===== src/bpr_pkg.sv =====
// Shared types and constants of the byte pattern replace block.
package bpr_pkg;

    localparam int MAX_PATTERN_DEFAULT = 12;
    localparam int REG_BYTES           = 12;
    localparam int LEN_W               = 4;
    localparam int COUNT_W             = 12;
    localparam logic [COUNT_W-1:0] COUNT_MAX = {COUNT_W{1'b1}};
    localparam int CFG_IDX_W           = 3;
    localparam int CFG_DATA_W          = 64;
    localparam int QUEUE_DEPTH         = 2;

    typedef enum logic [CFG_IDX_W-1:0] {
        CFG_PATTERN_LOW  = 3'd0,
        CFG_PATTERN_HIGH = 3'd1,
        CFG_REPLACE_LOW  = 3'd2,
        CFG_REPLACE_HIGH = 3'd3,
        CFG_PATTERN_LEN  = 3'd4
    } cfg_index_t;

    typedef struct packed {
        logic [REG_BYTES-1:0][7:0] pattern;
        logic [REG_BYTES-1:0][7:0] replace;
        logic [LEN_W-1:0]          length;
    } cfg_t;

    typedef struct packed {
        logic       last;
        logic [7:0] data;
    } item_t;

    typedef struct packed {
        logic [COUNT_W-1:0] count;
        logic               last;
        logic               start;
        logic [7:0]         data;
    } result_t;

endpackage


===== src/byte_pattern_replace_all.sv =====
// Input bytes are registered in the queue; released bytes go out from the engine's register.
// Throughput: one byte per cycle while the output is ready and no flush or drain step runs.
// At a record end the rest of the window is flushed, one byte a cycle while output is free.
// Reset (aresetn low, synchronous) empties the queue and window, clears the match count,
// sets the pattern and replacement to zero and the pattern length to one.
//
// Top level of the streaming find-and-replace block. The front queue takes input transfers
// and holds them so that the input keeps flowing while the window engine waits on the output.
// The window engine keeps the last pattern-length bytes of the record. Whenever the window is
// full it is compared with the pattern, with earlier replacements already applied; a hit
// overwrites the window with the replacement bytes, flags the oldest byte as a match start
// and counts the match. The oldest byte then goes out. The last byte of a record carries the
// saturating match count. If the pattern length was shortened between records' bytes, the
// engine first drains the surplus window bytes when the next byte is waiting in the queue.
module byte_pattern_replace_all #(
    parameter int MAX_PATTERN = bpr_pkg::MAX_PATTERN_DEFAULT
) (
    input  logic                           aclk,
    input  logic                           aresetn,
    // Configuration write port.
    input  logic                           cfg_wr_en,
    input  logic [bpr_pkg::CFG_IDX_W-1:0]  cfg_index,
    input  logic [bpr_pkg::CFG_DATA_W-1:0] cfg_data,
    // Input stream.
    input  logic                           s_tvalid,
    output logic                           s_tready,
    input  logic [7:0]                     s_tdata,   // [7:0] data_byte
    input  logic                           s_tlast,
    // Result stream.
    output logic                           m_tvalid,
    input  logic                           m_tready,
    output logic [23:0]                    m_tdata,   // [7:0] out_byte, [19:8] match_count
    output logic [0:0]                     m_tuser,   // [0] match_start
    output logic                           m_tlast
);
    import bpr_pkg::*;

    cfg_t    cfg;
    logic    q_valid;
    item_t   q_item;
    logic    q_pop;
    result_t m_res;

    bpr_cfg u_cfg (
        .aclk      (aclk),
        .aresetn   (aresetn),
        .cfg_wr_en (cfg_wr_en),
        .cfg_index (cfg_index),
        .cfg_data  (cfg_data),
        .cfg       (cfg)
    );

    bpr_front u_front (
        .aclk     (aclk),
        .aresetn  (aresetn),
        .s_tvalid (s_tvalid),
        .s_tready (s_tready),
        .s_tdata  (s_tdata),
        .s_tlast  (s_tlast),
        .q_valid  (q_valid),
        .q_item   (q_item),
        .q_pop    (q_pop)
    );

    bpr_back #(
        .MAX_PATTERN (MAX_PATTERN)
    ) u_back (
        .aclk    (aclk),
        .aresetn (aresetn),
        .cfg     (cfg),
        .q_valid (q_valid),
        .q_item  (q_item),
        .q_pop   (q_pop),
        .m_valid (m_tvalid),
        .m_ready (m_tready),
        .m_res   (m_res)
    );

    // Pack the result; the upper nibble of the data bus stays zero.
    assign m_tdata = {4'b0000, m_res.count, m_res.data};
    assign m_tuser = m_res.start;
    assign m_tlast = m_res.last;

endmodule


===== src/bpr_cfg.sv =====
// Configuration register file: pattern, replacement and pattern length.
module bpr_cfg (
    input  logic                             aclk,
    input  logic                             aresetn,
    input  logic                             cfg_wr_en,
    input  logic [bpr_pkg::CFG_IDX_W-1:0]    cfg_index,
    input  logic [bpr_pkg::CFG_DATA_W-1:0]   cfg_data,
    output bpr_pkg::cfg_t                    cfg
);
    import bpr_pkg::*;

    cfg_t cfg_reg;
    cfg_t cfg_next;

    always_comb begin
        cfg_next = cfg_reg;
        if (cfg_wr_en) begin
            case (cfg_index)
                CFG_PATTERN_LOW:  cfg_next.pattern[7:0]  = cfg_data;
                CFG_PATTERN_HIGH: cfg_next.pattern[11:8] = cfg_data[31:0];
                CFG_REPLACE_LOW:  cfg_next.replace[7:0]  = cfg_data;
                CFG_REPLACE_HIGH: cfg_next.replace[11:8] = cfg_data[31:0];
                CFG_PATTERN_LEN:  cfg_next.length        = cfg_data[LEN_W-1:0];
                default:          cfg_next = cfg_reg;
            endcase
        end
    end

    always_ff @(posedge aclk) begin
        if (!aresetn) begin
            cfg_reg.pattern <= '0;
            cfg_reg.replace <= '0;
            cfg_reg.length  <= LEN_W'(1);
        end else begin
            cfg_reg <= cfg_next;
        end
    end

    assign cfg = cfg_reg;

endmodule


===== src/bpr_front.sv =====
// Input side: accepts byte transfers into a short queue toward the window engine.
module bpr_front (
    input  logic            aclk,
    input  logic            aresetn,
    input  logic            s_tvalid,
    output logic            s_tready,
    input  logic [7:0]      s_tdata,
    input  logic            s_tlast,
    output logic            q_valid,
    output bpr_pkg::item_t  q_item,
    input  logic            q_pop
);
    import bpr_pkg::*;

    localparam int PTR_W = (QUEUE_DEPTH > 1) ? $clog2(QUEUE_DEPTH) : 1;
    localparam int CNT_W = $clog2(QUEUE_DEPTH + 1);

    item_t            q_mem [QUEUE_DEPTH];
    logic [PTR_W-1:0] wr_ptr_reg, wr_ptr_next;
    logic [PTR_W-1:0] rd_ptr_reg, rd_ptr_next;
    logic [CNT_W-1:0] count_reg, count_next;
    logic             push;
    logic             pop;

    assign s_tready = (count_reg != CNT_W'(QUEUE_DEPTH));
    assign push     = s_tvalid && s_tready;
    assign pop      = q_pop && (count_reg != '0);
    assign q_valid  = (count_reg != '0);
    assign q_item   = q_mem[rd_ptr_reg];

    always_comb begin
        wr_ptr_next = wr_ptr_reg;
        rd_ptr_next = rd_ptr_reg;
        count_next  = count_reg;
        if (push) begin
            wr_ptr_next = (wr_ptr_reg == PTR_W'(QUEUE_DEPTH - 1)) ? '0 : wr_ptr_reg + 1'b1;
        end
        if (pop) begin
            rd_ptr_next = (rd_ptr_reg == PTR_W'(QUEUE_DEPTH - 1)) ? '0 : rd_ptr_reg + 1'b1;
        end
        if (push && !pop) begin
            count_next = count_reg + 1'b1;
        end else if (pop && !push) begin
            count_next = count_reg - 1'b1;
        end
    end

    always_ff @(posedge aclk) begin
        if (push) begin
            q_mem[wr_ptr_reg] <= '{last: s_tlast, data: s_tdata};
        end
    end

    always_ff @(posedge aclk) begin
        if (!aresetn) begin
            wr_ptr_reg <= '0;
            rd_ptr_reg <= '0;
            count_reg  <= '0;
        end else begin
            wr_ptr_reg <= wr_ptr_next;
            rd_ptr_reg <= rd_ptr_next;
            count_reg  <= count_next;
        end
    end

endmodule


===== src/bpr_back.sv =====
// Window engine: inserts bytes, compares and replaces, and emits the oldest byte.
module bpr_back #(
    parameter int MAX_PATTERN = bpr_pkg::MAX_PATTERN_DEFAULT
) (
    input  logic              aclk,
    input  logic              aresetn,
    input  bpr_pkg::cfg_t     cfg,
    input  logic              q_valid,
    input  bpr_pkg::item_t    q_item,
    output logic              q_pop,
    output logic              m_valid,
    input  logic              m_ready,
    output bpr_pkg::result_t  m_res
);
    import bpr_pkg::*;

    localparam int FILL_W = $clog2(MAX_PATTERN + 1);

    logic [7:0]        pat_b [MAX_PATTERN];
    logic [7:0]        rep_b [MAX_PATTERN];

    logic [7:0]        win_reg    [MAX_PATTERN];
    logic [7:0]        win_next   [MAX_PATTERN];
    logic [MAX_PATTERN-1:0] starts_reg, starts_next;
    logic [FILL_W-1:0] fill_reg, fill_next;
    logic [COUNT_W-1:0] cnt_reg, cnt_next;
    logic              flush_reg, flush_next;
    logic              m_valid_reg, m_valid_next;
    result_t           res_reg, res_next;

    logic [FILL_W-1:0] len;
    logic [FILL_W-1:0] wfill;
    logic [7:0]        w_bytes [MAX_PATTERN];
    logic [7:0]        r_bytes [MAX_PATTERN];
    logic [MAX_PATTERN-1:0] w_starts;
    logic              out_free, step, drain, consume;
    logic              cmp_path, hit, do_hit, eff_last, out_last, emit;
    logic [COUNT_W-1:0] cnt_inc;

    // Pattern and replacement bytes past the register file read as zero.
    for (genvar g = 0; g < MAX_PATTERN; g++) begin : g_bytes
        if (g < REG_BYTES) begin : g_reg
            assign pat_b[g] = cfg.pattern[g];
            assign rep_b[g] = cfg.replace[g];
        end else begin : g_zero
            assign pat_b[g] = '0;
            assign rep_b[g] = '0;
        end
    end

    always_comb begin
        if (cfg.length == '0) begin
            len = FILL_W'(1);
        end else if (int'(cfg.length) > MAX_PATTERN) begin
            len = FILL_W'(MAX_PATTERN);
        end else begin
            len = FILL_W'(cfg.length);
        end
    end

    // One step a cycle if output is free: drain, flush, or take a byte.
    assign out_free = !m_valid_reg || m_ready;
    assign drain    = (fill_reg >= len);
    assign step     = out_free && (flush_reg || q_valid);
    assign consume  = step && !flush_reg && !drain;
    assign q_pop    = consume;
    assign wfill    = fill_reg + FILL_W'(consume);

    always_comb begin
        for (int k = 0; k < MAX_PATTERN; k++) begin
            if (consume && (FILL_W'(k) == fill_reg)) begin
                w_bytes[k]  = q_item.data;
                w_starts[k] = 1'b0;
            end else begin
                w_bytes[k]  = win_reg[k];
                w_starts[k] = starts_reg[k];
            end
        end
    end

    always_comb begin
        hit = 1'b1;
        for (int k = 0; k < MAX_PATTERN; k++) begin
            if ((FILL_W'(k) < len) && (w_bytes[k] != pat_b[k])) begin
                hit = 1'b0;
            end
        end
    end

    assign cmp_path = (wfill >= len);
    assign do_hit   = step && cmp_path && hit;
    assign eff_last = flush_reg || (consume && q_item.last);
    assign out_last = eff_last && (wfill == FILL_W'(1));
    assign emit     = step && (cmp_path || (eff_last && (wfill != '0)));
    assign cnt_inc  = (do_hit && (cnt_reg != COUNT_MAX)) ? cnt_reg + 1'b1 : cnt_reg;

    always_comb begin
        for (int k = 0; k < MAX_PATTERN; k++) begin
            r_bytes[k] = (do_hit && (FILL_W'(k) < len)) ? rep_b[k] : w_bytes[k];
        end
    end

    always_comb begin
        win_next    = w_bytes;
        starts_next = w_starts;
        fill_next   = wfill;
        cnt_next    = cnt_reg;
        flush_next  = flush_reg;
        if (emit) begin
            for (int k = 0; k < MAX_PATTERN - 1; k++) begin
                win_next[k]    = r_bytes[k + 1];
                starts_next[k] = w_starts[k + 1];
            end
            win_next[MAX_PATTERN-1]    = '0;
            starts_next[MAX_PATTERN-1] = 1'b0;
            fill_next = wfill - 1'b1;
            cnt_next  = cnt_inc;
        end
        if (consume && q_item.last) begin
            flush_next = 1'b1;
        end
        if (emit && out_last) begin
            starts_next = '0;
            fill_next   = '0;
            cnt_next    = '0;
            flush_next  = 1'b0;
        end
    end

    always_comb begin
        res_next     = res_reg;
        m_valid_next = m_valid_reg && !m_ready;
        if (emit) begin
            res_next.data  = r_bytes[0];
            res_next.start = w_starts[0] || do_hit;
            res_next.last  = out_last;
            res_next.count = out_last ? cnt_inc : '0;
            m_valid_next   = 1'b1;
        end
    end

    always_ff @(posedge aclk) begin
        win_reg <= win_next;
        res_reg <= res_next;
    end

    always_ff @(posedge aclk) begin
        if (!aresetn) begin
            starts_reg  <= '0;
            fill_reg    <= '0;
            cnt_reg     <= '0;
            flush_reg   <= 1'b0;
            m_valid_reg <= 1'b0;
        end else begin
            starts_reg  <= starts_next;
            fill_reg    <= fill_next;
            cnt_reg     <= cnt_next;
            flush_reg   <= flush_next;
            m_valid_reg <= m_valid_next;
        end
    end

    assign m_valid = m_valid_reg;
    assign m_res   = res_reg;

endmodule

===== config.mk =====
export PLATFORM = sky130hd
export DESIGN_NAME = byte_pattern_replace_all
export DESIGN_NICKNAME = d
export VERILOG_FILES = /design/src/bpr_pkg.sv /design/src/byte_pattern_replace_all.sv /design/src/bpr_cfg.sv /design/src/bpr_front.sv /design/src/bpr_back.sv
export SDC_FILE = /design/constraint.sdc
export NUM_CORES = 1
export LEC_CHECK = 0
export BUFFER_PORTS_ARGS = -buffer_cell sky130_fd_sc_hd__buf_2
export CAP_MARGIN = 20
export CORE_MARGIN = 5
export CORE_UTILIZATION = 50
export DETAILED_ROUTE_END_ITERATION = 10
export HOLD_SLACK_MARGIN = 0.08
export PLACE_DENSITY = 0.73
export REMOVE_ABC_BUFFERS = 1
export SLEW_MARGIN = 5
export SYNTH_ARGS = -nofsm -noshare
export SYNTH_HDL_FRONTEND = slang
export SYNTH_HIERARCHICAL = 1
export SYNTH_SLANG_ARGS = --single-unit

===== constraint.sdc =====
create_clock -name aclk -period 8.29 [get_ports aclk]
set_input_delay 0.4145 -clock aclk [delete_from_list [all_inputs] [get_ports aclk]]
set_output_delay 0.4145 -clock aclk [all_outputs]
set_load 0.05 [all_outputs]

# == After elaboration in Yosys (flattened, before gate mapping) ==
# Memories as Yosys holds them, arrays and structs flattened. A register that Yosys moved wholly into a read port is not among the register bits.
# Index checks and enable logic that the tools add are counted.
# classes
reduce_logical,76
n_addsub,7
eq_ne,30
magnitude_cmp,15
n_mux,63
bitwise_logic,1
# op_table
operator,n
$mux W8,24
$mux W96,1
$ne A8 B8 Y1,12
$logic_and A1 B1 Y1,52
$mux W1,31
$eq A3 B4 Y1 const A,4
$eq A4 B4 Y1 const A,4
$lt A3 B4 Y1 const A,4
$lt A4 B4 Y1 const A,4
$add A12 B1 Y12 const B,1
$mux W12,1
$mux W4,3
$ne A12 B12 Y1 const B,1
$mux W11,1
$reduce_and A2 Y1,5
$eq A2 B4 Y1 const A,2
$ge A4 B4 Y1,2
$logic_not A4 Y1,2
$lt A1 B4 Y1 const A,2
$lt A2 B4 Y1 const A,2
$eq A3 B2 Y1 const B,2
$logic_not A1 Y1,6
$logic_or A1 B1 Y1,5
$add A4 B1 Y4,1
17 further kinds,20
# totals
mem_count,1
wordCells,243
ff_bits,348
ramBits,18
# mem_list
name,words,word_bits,rd,rd_clocked_by_memory_dff,wr,line,text
u_front.q_mem,2,9,1,1,1,bpr_front.sv:18,item_t q_mem [QUEUE_DEPTH];

# == Depth between registers and ports, before layout ==
# Gate-level depths: netlist of the first run.
# logic_depth
word_depth,26
ltp_mapped,27
depth_no_buf,19

# == Cells and area by module ==
# Netlist of the first run, hierarchy kept.
# by_module_without_submodules
mod,instances,area_per_inst_um2,cells_per_inst,seq_area_each_um2
bpr_back,1,10875.4,1450,3183.1
bpr_cfg,1,7288.2,709,3923.8
bpr_front,1,889.6,52,640.6
byte_pattern_replace_all,1,33.8,5,0.0

# == Worst setup path after synthesis of the first run ==
# Ideal clock, no wire load.
# synth_path
path_type,reg2reg
from,register u_cfg.cfg_reg (netlist bit u_cfg/cfg[2])
to,register u_back.res_reg (netlist bit u_back/m_res[19]) (data pin)
synth_period_minus_slack_ps,5731
t_arrival_ps,5584
path_slack_ps,2559
setup_ps,147
stages_incl_launch_ff,26
path_cell_list,dfxtp_1 -> clkbuf_1 -> clkbuf_1 -> nor2_1 -> nor2_1 -> o2bb2ai_1 -> ha_1 -> or3b_1 -> o2111a_1 -> buf_2 -> clkbuf_1 -> clkbuf_1 -> nor3_1 -> ha_1 -> ha_1 -> xor2_1 -> ha_1 -> nand2_1 -> o21ai_0 -> nand4_1 -> a2111oi_0 -> and4_1 -> buf_2 -> nand4_1 -> or4_1 -> a21oi_1
# synth_via
elab_chain_len,25
word_cells_on_any_way,89
# synth_lines
element,line,text
start: declaration,bpr_cfg.sv:12,cfg_t cfg_reg;
start signal: assignment,bpr_cfg.sv:35,cfg_reg <= cfg_next;
$gt A4 B4 Y1,bpr_back.sv:54,end else if (int'(cfg.length) > MAX_PATTERN) begin
$mux W4,bpr_back.sv:54,
$mux W4 *,bpr_back.sv:52,if (cfg.length == '0) begin
$ge A4 B4 Y1 *,bpr_back.sv:63,assign drain = (fill_reg >= len);
$logic_not A1 Y1 *,bpr_back.sv:65,assign consume = step && !flush_reg && !drain;
$logic_and A1 B1 Y1 *,bpr_back.sv:65,
net q_pop,byte_pattern_replace_all.sv:41,logic q_pop;
$logic_and A1 B1 Y1,bpr_back.sv:71,if (consume && (FILL_W'(k) == fill_reg)) begin
$mux W8,bpr_back.sv:71,
$ne A8 B8 Y1,bpr_back.sv:84,if ((FILL_W'(k) < len) && (w_bytes[k] != pat_b[k])) begin
$logic_and A1 B1 Y1,bpr_back.sv:84,
$mux W1 (12 in series),bpr_back.sv:84,
$logic_and A1 B1 Y1,bpr_back.sv:91,assign do_hit = step && cmp_path && hit;
$logic_and A1 B1 Y1,bpr_back.sv:95,assign cnt_inc = (do_hit && (cnt_reg != COUNT_MAX)) ? cnt_reg + 1'b1 : cnt_reg;
$mux W12,bpr_back.sv:95,
end signal: assignment,bpr_back.sv:144,res_reg <= res_next;
end: declaration,bpr_back.sv:29,"result_t res_reg, res_next;"
# Mark *: on every way through the listed nets, which the timed path passes. The rest lies on a longest branch.
# A chain may end at the register's enable or synchronous reset.

==> flow_summary.ini, run 1 <==
[outcome]
status = complete, no violations

[logic_synthesis]
syn_area_um2 = 19090
synth_area_leaders = dfxtp_1 34%, mux2i_1 12%, nand2_1 7.3%, edfxtp_1 6.3%, nor2_1 3.4%
synth_seq_cells = 367
yosysWarnings = 6
synth_top_area_share_pct = 34.30
yosys-top-cells-count = 372 x nand2_1, 327 x dfxtp_1, 233 x mux2i_1
avgSynthCellArea_um2 = 8.613
synth-edff-count = 40
synth-simple-area-share_pct = 20.90
yosysMostFrequentCell = nand2_1
synth_xor_area_share_pct = 5.093
synth_area_leader_cell = dfxtp_1
yosys.area_share.adder_pct = 0.9833
synth_ff_type = dfxtp_1
synth_top_family_by_area = simple AND/OR/NAND/NOR gates
ys_types = 82
async_reset_ff_share_pct = 0
synthCells = 2216
synth_compound_area_share_pct = 12.60
seq_area_frac_synth_pct = 40.59
muxShareOfSynthArea_pct = 14.40

[global_route]
met1_usage_pct = 38.43
grt_use_met3_pct = 4.444
busiest_layer = met2
first_global_vias = 16400
grt_max_degree = 90
antenna_found_initial = 0
grt_use_total_pct = 28.57
grt_pass1_wl_um = 94470
overflow = 0
use_met2_pct = 46.21

[clock_tree]
path_clk_slew_ns = 0.06
cts_resized = 0
htreeDepth = 2
clk_path_buf_depth = 3
cts_made_buffers = 42
cts.sinks = 367
cts_tree = yes
post_cts_buffers = 0
root_buffer = clkbuf_16
clk_latency_ns = 0.58

[sta]
grt_setup_unrepaired = false
worst_clock_skew_ns = 0.02297
fmax_mhz = 141.3
worstMarginPinSlew_ns = 1.163
relSlewSlack_pct = 21.85
finalHoldViolations = 0
finalSetupTns_ns = 0
period_needed_ns = 7.078
setup_viol = 0
fin_crit_sh_pct = 85.38
slew_viol_final = 0
hold_slack_ns = 0.1235

[pwr]
pwr_density_cell_nw_per_um2 = 322.5
p_int_uw = 3977
ir_worst_vdd_mv = 0.2632
clkPwrFrac_pct = 26.5
swShare_pct = 41.96
switchingPower_uw = 2876
seqPwrFrac_pct = 32.0
leakagePower_uw = 0.008826
combinationalPowerShare_pct = 41.6
power_uw = 6853

[min_path]
min_path_type = input pin to register

[finish]
fillCellCount = 3502
syn_to_final_growth_pct = 11.33
n_antenna_cell = 0
fin_area_um2 = 21250
fin_nets = 2346
drive_gt1_share_pct = 12.25
largest_register_ffs = 196
post-route-util_pct = 56.41

[die]
io_pins = 109
fp.dieH_um = 205.4
die_area_um2 = 42180
core_um2 = 37670
num_rows = 71
die_w_um = 205.4
initial_core_util_pct = 50.67

[detailed_routing]
routedWlPerCell_um = 22.13
vias = 16970
drtIter0Drc = 1677
antenna_left = 0
drc = 0
dr.pass1.iters = 5
vias_per_cell = 6.086
wirelength_um = 61710

[critical_path]
critPathLaunchType = register
required_ns = 8.77
arrival_ns = 7.56
critPathCaptureType = register
path_max_fanout = 89
critical_path_class = register to register

[place]
dpl_cell_area_um2 = 19800
gp_congestion = 0.9665
dp_hpwl_um = 42150
numPortBuffers = 104

[job]
maxCapViolCount = 0
what timing repair did:
action / 4_1_cts / 5_1_grt
hold buffers: 9 / 0
hold endpoints to repair: 18 / 0
setup endpoints to repair: 0 / 0
final cells by class:
type / count / area, µm² / area share [%]
Clock buffer: 57 / 1190 / 5.600
Clock inverter: 15 / 146.4 / 0.6889
Inverter: 46 / 175.2 / 0.8244
Multi-Input combinational cell: 1636 / 10360 / 48.77
Sequential cell: 367 / 7747 / 36.46
Tap cell: 511 / 639.4 / 3.009
Timing Repair Buffer: 157 / 987.2 / 4.646
stage by stage:
stage	std cells	setup WS [ns]
5_1_grt	2789	0.7949
6_report	2789	1.212
2_1_floorplan	2049	-0.8746
3_3_place_gp	2703	1.834
4_1_cts	2786	1.417
3_5_place_dp	2705	1.484
critical path: stages, from the launching register on:
cell and delay, ns:
dfxtp_1 0.76, inv_1 0.22, o2bb2ai_1 0.21, ha_1 0.27, or3b_1 0.40, o2111a_1 0.35, nor3_1 0.33, ha_1 0.21
ha_1 0.16, xor2_1 0.36, ha_1 0.19, nand2_1 0.05, o21ai_0 0.44, nand4_1 0.16, a2111oi_0 0.75, and4_2 0.36
buf_4 0.73, nand4_1 0.50, and2_1 0.32, o21ai_0 0.15
cells by family after synthesis:
group / Yosys count
other cells: 1
flops: 367
fa+ha+maj: 15
xor+xnor: 111
buf+inv: 216
mux: 270
compound gates: 378
simple gates: 858
power groups by stage:
stage               Sequential [µW]  Clock, µW  Combinational, µW
detailed placement             2220          0               2750
global route                   2210       1910               3020
floorplan                      2400          0               1610
global placement               2220          0               2680
finish                         2190       1810               2850
CTS                            2190       1840               2780
cells in the final DEF (no fill, tap or decap), types with 16 or more instances in the layout:
master,synthesis,final
a31oi_1,25,25
a22o_1,19,19
dfxtp_1,327,327
o21ai_0,126,126
edfxtp_1,40,40
nor2_1,173,173
nor3_1,40,40
o22ai_1,34,34
nand2b_1,17,17
xnor2_1,71,71
mux2_2,37,37
xor2_1,40,40
nand2_1,372,372
nor2b_1,21,21
mux2i_1,233,233
nand4_1,33,33
inv_1,43,43
a21oi_1,56,56
nand3_1,103,103
buf_4,14,40
buf_2,34,104
and2_1,16,16
clkbuf_16,0,44
worst paths after layout:
kind | startpoint | end | slack, ns | cells after the start
hold reg to reg | u_cfg/cfg[10] | u_cfg/cfg[10] | 0.46 | 2
setup / recovery | u_cfg/cfg[2] | u_back/win_reg[47] | 1.21 | 19
setup reg to reg | u_cfg/cfg[2] | u_back/win_reg[47] | 1.21 | 19
hold / removal | cfg_data[45] | u_cfg/cfg[49] | 0.12 | 3
layer usage:
metal	up-vias	wire length (µm)	share of wire (%)
li1	7870	-	-
met1	8230	26470	43
met2	720	28110	46
met3	154	4431	7.2
met4	0	2692	4.4
met5	-	0	0
Power figures use the tool's default switching activity.
==> run 2: changes to the inputs <==
- ABC_AREA: unset -> 1
==> run 2 against run 1 <==
  * Global-route usage decreased by 0.63 points
  * Register-to-register slack gained 0.35 ns
  * Cell count rose by 33%
  * Synthesized area up 4.1%
  * Total power is 2.6% higher
  * Maximum frequency grew 5.2%
  * Critical path depth grew 12
  * Critical path type unchanged
  * Clock skew shrank 0.0082 ns
  * Count of clock-buffer cells in the layout grew 6
  * Core utilization is 1.3 points lower
==> flow_summary.ini, run 2 <==
[clock_tree]
cts_tree = yes
cts.sinks = 367
clk_path_buf_depth = 3
cts_made_buffers = 42
clk_latency_ns = 0.56
htreeDepth = 2
post_cts_buffers = 0
root_buffer = clkbuf_16
path_clk_slew_ns = 0.06

[critical_path]
critPathLaunch = u_cfg/cfg[2]
reg2reg_from = u_cfg/cfg[2]
critPathSlowestCell = nor2_4
critical_path_class = register to register
max_stage_delay_ns = 0.73
critPathCaptureType = register
required_ns = 8.76
cp_common_cell = nand2_1
path_max_fanout = 58
arrival_ns = 7.20
critPathLaunchType = register

[logic_synthesis]
seq_area_frac_synth_pct = 38.99
avgSynthCellArea_um2 = 6.344
syn_area_um2 = 19870
synth_ff_type = dfxtp_1
yosysMostFrequentCell = nand2_1
synth_seq_cells = 367
synth_top_area_share_pct = 32.95
synth-edff-count = 40
ys_types = 36
yosys-top-cells-count = 852 x nand2_1, 509 x nand3_1, 496 x nor2_1
yosysWarnings = 6
synthCells = 3132
async_reset_ff_share_pct = 0
synth_area_leader_cell = dfxtp_1
synth_area_leaders = dfxtp_1 33%, nand2_1 16%, nand3_1 13%, nor2_1 9.4%, inv_1 7.8%

[sta]
slew_viol_final = 0
fin_crit_sh_pct = 81.20
relSlewSlack_pct = 31.83
grt_setup_unrepaired = false
worstMarginPinSlew_ns = 1.018
setup_viol = 0
finalHoldViolations = 0
period_needed_ns = 6.731
worst_clock_skew_ns = 0.01479
fmax_mhz = 148.6

[min_path]
min_path_type = input pin to register
hold_start = cfg_data[0]

[global_route]
grt_max_degree = 193
grt_use_total_pct = 27.94
first_global_vias = 18400
overflow = 0
grt_pass1_wl_um = 99030
antenna_found_initial = 1

[pwr]
pwr_density_cell_nw_per_um2 = 322.8
leakagePower_uw = 0.01014
power_uw = 7034
ir_worst_vdd_mv = 0.2185

[finish]
drive_gt1_share_pct = 7.201
multi_input_area_um2 = 9664
largest_register_ffs = 196
fillCellCount = 3980
fin_area_um2 = 21790
register_area_um2 = 7747
mostFrequentLayoutCell = nand2_1
syn_to_final_growth_pct = 9.660
mostFrequentLayoutCells = 850 x nand2_1, 509 x nand3_1, 495 x nor2_1
fin_nets = 3243

[detailed_routing]
vias = 19900
vias_per_cell = 5.370
wirelength_um = 63320
drtIter0Drc = 1937
drc = 0
antenna_left = 0
dr.pass1.iters = 6
routedWlPerCell_um = 17.09

[die]
num_rows = 73
fp.dieH_um = 209.3
die_w_um = 209.3
io_pins = 109
core_um2 = 39550
initial_core_util_pct = 50.24
die_area_um2 = 43830

[place]
dpl_cell_area_um2 = 20390
gp_congestion = 0.9814
dp_hpwl_um = 42940
numPortBuffers = 104

[outcome]
status = complete, no violations

[job]
maxCapViolCount = 0
==> run 2: changes by cell type after synthesis, moves of 66 or more <==
cell and delta:
mux2i_1 -233, nor2_1 +323, inv_1 +370, xnor2_1 -68, clkbuf_1 -66, nand2_1 +480, nand3_1 +406
==> run 2: cell families after synthesis <==
kind of cell	synth area share, %
AOI/OAI and AO/OA	3.804
and+or+nand+nor	42.88
muxes	0.5101
xor gates and xnor gates	0.2645
buffers and inverters	12.59
DFF	38.99
adders and majority gates	0.9446
other	0.01887
==> run 2: area by class of cell <==
type / count / area share (%)
Antenna cell: 1 / 0.01149
Clock buffer: 63 / 5.662
Clock inverter: 14 / 0.3101
Inverter: 429 / 7.396
Multi-Input combinational cell: 2174 / 44.36
Sequential cell: 367 / 35.56
Tap cell: 525 / 3.015
Timing Repair Buffer: 133 / 3.692
==> run 2: final timing paths <==
path	end	slack, ns	cells past startpoint
worst max-delay path	u_back/win_reg[51]	1.56	31
worst min register to register	u_back/starts_reg[11]	0.46	2
worst min-delay path	u_cfg/cfg[0]	0.12	3
worst max register to register	u_back/win_reg[51]	1.56	31
==> run 2: timing repair <==
action / CTS / global route
hold endpoints to repair: 18 / 0
hold buffers: 9 / 0
gates resized for setup: 0 / 0
==> run 2: power breakdown <==
part | total, µW | internal, µW | switching (µW)
registers | 2250 | 2130 | 113
logic | 3000 | 703 | 2300
clock network | 1780 | 1030 | 754
==> run 2: layer usage <==
metal	up-vias	share of wire (%)	routed length, µm	GRT usage (%)
li1	9861	-	-	-
met1	9091	43	27390	37.92
met3	141	7.9	4980	4.380
met5	-	0.032	20	0
met4	2	3.6	2298	11.05
met2	806	45	28630	44.87
==> run 2: metrics by stage <==
stage | util (%) | TNS, ns | hold WS (ns) | setup WS [ns] | cells
floorplan | - | -110.08 | 0.4307 | -3.219 | 2970
global placement | 51.57 | 0 | 0.4473 | 2.008 | 3619
detailed placement | 51.57 | 0 | 0.4506 | 1.755 | 3619
CTS | 55.09 | 0 | 0.09482 | 1.731 | 3705
global route | 55.09 | 0 | 0.1286 | 0.9965 | 3705
finish | 55.09 | 0 | 0.1183 | 1.559 | 3706
==> run 2: critical path: cells and delay by family, from the launching register on <==
family                     cells  cell delay, ns
AOI/OAI and AO/OA              3            0.44
xor gates and xnor gates       1            0.17
adders and majority gates      4            1.06
buffers and inverters          5            1.05
DFF                            1            0.68
and+or+nand+nor               18            3.19
